[config.mk]
export PLATFORM = sky130hd
export DESIGN_NAME = aimd_window_controller
export DESIGN_NICKNAME = d
export VERILOG_FILES = /design/src/rtl/core/aimd_pkg.sv /design/src/rtl/core/aimd_window_controller.sv
export SDC_FILE = /design/constraint.sdc
export NUM_CORES = 1
export LEC_CHECK = 0
export ABC_AREA = 0
export BUFFER_PORTS_ARGS = -buffer_cell sky130_fd_sc_hd__buf_2
export CORE_ASPECT_RATIO = 1.5
export CORE_MARGIN = 8
export CORE_UTILIZATION = 50
export DETAILED_ROUTE_END_ITERATION = 10
export PLACE_DENSITY = 0.69
export SKIP_CTS_REPAIR_TIMING = 1
export SYNTH_ARGS = -nofsm -noshare
export SYNTH_HDL_FRONTEND = slang
export SYNTH_SLANG_ARGS = --single-unit
[constraint.sdc]
create_clock -name clk -period 5.1 [get_ports clk]
set_input_delay 1.02 -clock clk [delete_from_list [all_inputs] [get_ports clk]]
set_output_delay 1.02 -clock clk [all_outputs]
set_load 0.05 [all_outputs]
[src/rtl/core/aimd_pkg.sv]
// Shared constants and codes for the AIMD congestion window controller.
package aimd_pkg;

  localparam int FRAC_BITS_DEF = 16;
  localparam int INT_BITS_DEF  = 16;

  localparam int TIME_W     = 32;
  localparam int RTT_THR_W  = 16;
  localparam int WIN_SIZE_W = 16;

  localparam logic [RTT_THR_W-1:0] RTT_THR_RESET = 16'd60;

  localparam logic OPC_SEND = 1'b0;
  localparam logic OPC_ACK  = 1'b1;

endpackage

[src/rtl/core/aimd_window_controller.sv]
// AIMD congestion window controller with an iterative reciprocal divider.
// A send word, or an ack that leaves the window alone, goes from S_EVAL to S_DONE for its result.
// An ack that grows the window goes from S_EVAL through S_DIV, where the restoring divider
// retires one quotient bit per cycle, and S_ADD to S_DONE; a held result stalls in S_DONE.
// One word is in flight at a time, so a new word is accepted only back in S_IDLE, after S_DONE.
// Synchronous active-low reset sets the window to 1.0 and the RTT threshold to 60 ms.
module aimd_window_controller
  import aimd_pkg::*;
#(
  parameter int FRAC_BITS = FRAC_BITS_DEF,
  parameter int INT_BITS  = INT_BITS_DEF
) (
  input  logic                  clk,
  input  logic                  rst_n,
  input  logic                  in_valid,
  output logic                  in_ready,
  input  logic                  in_opcode,
  input  logic                  in_rto_flag,
  input  logic [TIME_W-1:0]     in_ack_send_time,
  input  logic [TIME_W-1:0]     in_ack_arrival_time,
  output logic                  out_valid,
  input  logic                  out_ready,
  output logic [WIN_SIZE_W-1:0] out_cwnd_int,
  input  logic                  cfg_we,
  input  logic [RTT_THR_W-1:0]  cfg_wdata
);

  localparam int WIN_W = INT_BITS + FRAC_BITS;
  localparam int Q_W   = FRAC_BITS + 1;
  localparam int CNT_W = $clog2(Q_W + 1);

  localparam logic [WIN_W-1:0]    WIN_ONE    = WIN_W'(1) << FRAC_BITS;
  localparam logic [WIN_W-1:0]    WIN_MAX    = {WIN_W{1'b1}};
  localparam logic [INT_BITS-1:0] IP_SAT     = INT_BITS'(17'h0FFFF);
  localparam logic [CNT_W-1:0]    CNT_LAST   = CNT_W'(Q_W - 1);

  typedef enum logic [2:0] {
    S_IDLE,
    S_EVAL,
    S_DIV,
    S_ADD,
    S_DONE
  } state_t;

  state_t                  state_r;
  logic [WIN_W-1:0]        window_r;
  logic [RTT_THR_W-1:0]    rtt_thr_r;
  logic                    opcode_r;
  logic                    timeout_r;
  logic [TIME_W-1:0]       send_time_r;
  logic [TIME_W-1:0]       arr_time_r;
  logic [INT_BITS-1:0]     div_d_r;
  logic [INT_BITS-1:0]     rem_r;
  logic [Q_W-1:0]          quot_r;
  logic [CNT_W-1:0]        cnt_r;
  logic                    out_valid_r;
  logic [WIN_SIZE_W-1:0]   out_size_r;

  logic [INT_BITS-1:0]     ip;
  logic [TIME_W-1:0]       rtt;
  logic                    rtt_below;
  logic [INT_BITS:0]       trial;
  logic                    trial_ge;
  logic [INT_BITS:0]       trial_diff;
  logic [WIN_W:0]          grow_sum;
  logic [WIN_W-1:0]        halved;
  logic [WIN_SIZE_W-1:0]   size_now;

  assign ip        = window_r[WIN_W-1:FRAC_BITS];
  assign rtt       = arr_time_r - send_time_r;
  assign rtt_below = rtt[TIME_W-1] || (rtt < TIME_W'(rtt_thr_r));

  assign trial      = {rem_r, (cnt_r == '0)};
  assign trial_ge   = trial >= {1'b0, div_d_r};
  assign trial_diff = trial - {1'b0, div_d_r};

  assign grow_sum = {1'b0, window_r} + (WIN_W + 1)'(quot_r);
  assign halved   = WIN_W'({ip, {(FRAC_BITS - 1){1'b0}}});
  assign size_now = (ip > IP_SAT) ? {WIN_SIZE_W{1'b1}} : WIN_SIZE_W'(ip);

  assign in_ready        = (state_r == S_IDLE);
  assign out_valid       = out_valid_r;
  assign out_cwnd_int    = out_size_r;

  always_ff @(posedge clk) begin
    if (!rst_n) begin
      rtt_thr_r <= RTT_THR_RESET;
    end else if (cfg_we) begin
      rtt_thr_r <= cfg_wdata;
    end
  end

  always_ff @(posedge clk) begin
    if (!rst_n) begin
      state_r     <= S_IDLE;
      window_r    <= WIN_ONE;
      out_valid_r <= 1'b0;
    end else begin
      if (out_valid_r && out_ready && state_r != S_DONE) begin
        out_valid_r <= 1'b0;
      end
      unique case (state_r)
        S_IDLE: begin
          if (in_valid) begin
            opcode_r    <= in_opcode;
            timeout_r   <= in_rto_flag;
            send_time_r <= in_ack_send_time;
            arr_time_r  <= in_ack_arrival_time;
            state_r     <= S_EVAL;
          end
        end
        S_EVAL: begin
          div_d_r <= (ip == '0) ? INT_BITS'(1) : ip;
          rem_r   <= '0;
          quot_r  <= '0;
          cnt_r   <= '0;
          if (opcode_r == OPC_SEND) begin
            if (timeout_r) begin
              window_r <= (ip < INT_BITS'(2)) ? WIN_ONE : halved;
            end
            state_r <= S_DONE;
          end else if (rtt_below) begin
            state_r <= S_DIV;
          end else begin
            state_r <= S_DONE;
          end
        end
        S_DIV: begin
          rem_r  <= trial_ge ? trial_diff[INT_BITS-1:0] : trial[INT_BITS-1:0];
          quot_r <= {quot_r[Q_W-2:0], trial_ge};
          cnt_r  <= cnt_r + CNT_W'(1);
          if (cnt_r == CNT_LAST) begin
            state_r <= S_ADD;
          end
        end
        S_ADD: begin
          window_r <= grow_sum[WIN_W] ? WIN_MAX : grow_sum[WIN_W-1:0];
          state_r  <= S_DONE;
        end
        S_DONE: begin
          if (!out_valid_r || out_ready) begin
            out_valid_r <= 1'b1;
            out_size_r  <= size_now;
            state_r     <= S_IDLE;
          end
        end
        default: begin
          state_r <= S_IDLE;
        end
      endcase
    end
  end

  a_window_at_least_one: assert property (@(posedge clk) disable iff (!rst_n)
    window_r >= WIN_ONE)
    else $error("Window fell below 1.0.");

  a_divisor_nonzero: assert property (@(posedge clk) disable iff (!rst_n)
    state_r == S_DIV |-> div_d_r != '0)
    else $error("Divider started with a zero divisor.");

  a_remainder_bound: assert property (@(posedge clk) disable iff (!rst_n)
    state_r == S_DIV |-> rem_r < div_d_r)
    else $error("Divider remainder is not below the divisor.");

  a_accept_starts_eval: assert property (@(posedge clk) disable iff (!rst_n)
    in_valid && in_ready |=> state_r == S_EVAL && !in_ready)
    else $error("Accepted word did not start evaluation.");

  a_result_only_from_done: assert property (@(posedge clk) disable iff (!rst_n)
    $rose(out_valid_r) |-> $past(state_r) == S_DONE)
    else $error("Result raised outside the finishing step.");

endmodule

==> results.yml <==
synthesis:
  avgSynthCellArea_um2: 9.995
  synth_area_leaders: "edfxtp_1 (36%), dfxtp_1 (9.2%), ha_1 (8.9%), inv_1 (3.3%), xnor2_1 (3.2%)"
  yosysMostFrequentCell: "edfxtp_1"
  synth_edf_count: 136
  yosys_most_used_dff: "edfxtp_1"
  synth_top_area_cell: "edfxtp_1"
  async_reset_ff_share_pct: 0
  synth_common_cells: "edfxtp_1 (136), inv_1 (99), ha_1 (81)"
  synth.yosys.warnings: 0
  synthCells: 1133
  ys_ff_latch: 188
  synth_top_area_share_pct: 36.06
  ys_seq_area_share_pct: 45.25
  synth_cell_types: 82
  syn-num-nets: 1304
  netlist_area_um2: 11320
clock_tree:
  clock-sinks: 188
  htree_levels: 4
  cts_root_buffer: "clkbuf_16"
  clockBufferDepth: 2
  path_clk_slew_ns: 0.07
  cts_tree: "yes"
  cts_buffers: 17
  clock_latency_ns: 0.45
sta:
  max_freq_mhz: 249.7
  period_share_pct: 78.54
  fin_ws_ns: 1.094
  setup-tns-final_ns: 0
  slew-limit-headroom_pct: 31.14
  finalHoldViolCount: 0
  tightest_slew_ns: 1.020
  finClkSkew_ns: 0.009286
  setup_viol: 0
  grt_setup_unrepaired: "false"
  fin_crit_ns: 4.006
  slew_violations: 0
global_route:
  grt_usage_pct: 18.61
  grt_max_degree: 67
  antenna_found_initial: 0
  grt_overflow_total: 0
  grt_pass1_vias: 8728
  grt_pass1_wl_mm: 41.82
setup_path:
  critPathMaxFanout: 4
  r2r_start: "send_time_r[1]"
  cp.required_ns: 5.44
  ff2ff_path_depth: 20
  cp-end-kind: "register"
  crit_end: "state_r[2]"
  critical_path_class: "reg2reg"
  r2r_slack_ns: 1.09
  worst_setup_path_start_kind: "register"
  r2r_end: "state_r[2]"
  critical_path.startpoint: "send_time_r[1]"
  worst_ep_arrival_time_ns: 4.34
drt:
  firstDrtPassIters: 5
  initialDrtViolationCount: 376
  drtAntennaViolNets: 0
  wl_per_cell_um: 17.09
  viasPerCell: 5.662
  drc_errors: 0
  totalWireLength_mm: 25.55
  num_vias: 8464
place:
  placed_cell_area_um2: 11980
  gp_congestion: 0.9032
  dp_cells: 1463
  dp_slack_ns: 1.098
  dp_hpwl_mm: 19.22
  portBuffers: 104
pwr:
  p_per_area_nw_per_um2: 296.0
  power.internal_uw: 2669
  p_comb_share_pct: 16.7
  finalPower_uw: 3732
  p_leak_uw: 0.005307
  pwr-share-seq_pct: 46.4
  power_frac_clock_pct: 36.9
  ir_worst_vdd_v: 0.0003232
  p_sw_uw: 1063
  p_sw_share_pct: 28.48
min_path:
  holdCritPathClass: "reg2reg"
die:
  core_um2: 22300
  die_x_um: 138.9
  placementRows: 67
  ios: 105
  die_y_um: 200.3
  start_util_pct: 50.79
  die_area_um2: 27820
finish:
  area_growth_syn_to_layout_pct: 11.34
  layout-drive-gt1-share_pct: 15.67
  final_area_um2: 12610
  layout.nets: 1377
  diodes: 0
  layout.cells.non_filler: 1495
run:
  max_cap_viol_count: 0
status:
  status: "finished clean"
power by group through the flow:
stage / clock (uW) / combinational, uW / sequential (uW)
after floorplan: 0 / 464 / 1770
after global placement: 0 / 613 / 1770
after detailed placement: 0 / 622 / 1770
after CTS: 1410 / 626 / 1730
after global routing: 1460 / 692 / 1740
final: 1380 / 623 / 1730
routing by layer:
metal | up-vias | track usage [%] | wire length, um
li1 | 4230 | - | -
met1 | 4037 | 18.31 | 9785
met2 | 144 | 36.29 | 14230
met3 | 53 | 3.333 | 648
met4 | 0 | 9.288 | 888
met5 | - | 0 | 0
sequential cells by signal, indices dropped and copies added, names as in the netlist:
signal,count
arr_time_r,32
cnt_r,5
div_d_r,16
opcode_r,1
out_cwnd_int,16
out_valid,1
quot_r,17
rem_r,16
rtt_thr_r,16
send_time_r,32
state_r,3
timeout_r,1
window_r,32
critical path: stages (launching register included):
cell	delay (ns)
edfxtp_1	0.43
inv_1	0.08
ha_1	0.22
nor2b_1	0.14
o31a_1	0.29
a31o_1	0.27
nor2_1	0.22
nor2_1	0.08
nor2_1	0.11
xnor2_1	0.14
ha_1	0.27
a211oi_1	0.24
nor2_1	0.12
a211oi_1	0.19
o211ai_1	0.12
nor4_1	0.28
o211ai_1	0.15
nor4_1	0.18
nand4_1	0.13
o211ai_1	0.19
a21boi_1	0.08
cell type report:
cell class / count / area (um^2)
sequential: 188 / 5125
inverter: 99 / 371.6
fill: 1966 / 9691
clock buffer: 17 / 425.4
clock inverter: 15 / 200.2
timing repair buffer: 111 / 573.1
tap: 276 / 345.3
multi-input combinational: 789 / 5568
cell families (layout without fill, tap and decap cells):
family | Yosys count | after routing | synth area share (%)
xor gates and xnor gates | 63 | 63 | 4.872
AOI/OAI and AO/OA | 271 | 271 | 15.83
DFF | 188 | 188 | 45.25
muxes | 42 | 42 | 3.911
adders and majority gates | 84 | 84 | 9.480
and+or+nand+nor | 329 | 329 | 14.92
buffers and inverters | 156 | 242 | 5.734
worst min-delay path by stage:
stage	cells after the start	slack, ns	endpoint	start
after floorplan	0	0.41	out_cwnd_int[1]	window_r[17]
after global placement	2	0.46	window_r[4]	window_r[4]
after detailed placement	2	0.46	window_r[3]	window_r[3]
after CTS	2	0.47	window_r[3]	window_r[3]
after global routing	2	0.48	window_r[3]	window_r[3]
final	2	0.47	window_r[3]	window_r[3]
placed cells by master, fill, tap and decap left out, types with 10 or more instances in the layout:
| master | instances |
|---|---|
| mux2_2 | 13 |
| nor2_1 | 79 |
| o21ai_1 | 20 |
| and3_1 | 29 |
| xnor2_1 | 41 |
| dfxtp_1 | 52 |
| nand4_1 | 20 |
| a211oi_1 | 14 |
| xor2_1 | 22 |
| o21a_1 | 13 |
| ha_1 | 81 |
| edfxtp_1 | 136 |
| nand3_1 | 17 |
| a21oi_1 | 71 |
| o211ai_1 | 10 |
| inv_1 | 99 |
| nor3_1 | 23 |
| nor2b_1 | 21 |
| nand2_1 | 74 |
| o21ai_0 | 40 |
| nand2b_1 | 13 |
| clkbuf_16 | 17 |
| a21o_1 | 20 |
| mux2i_1 | 27 |
| buf_2 | 104 |
stage by stage:
stage          utilization (%)  hold slack, ns
6_report                 56.54          0.4726
5_1_grt                  56.54          0.4835
4_1_cts                  56.54          0.4738
3_5_place_dp             53.74          0.4634
3_3_place_gp             53.74          0.4574
2_1_floorplan                -          0.4064
(Power assumes the default switching activity.)
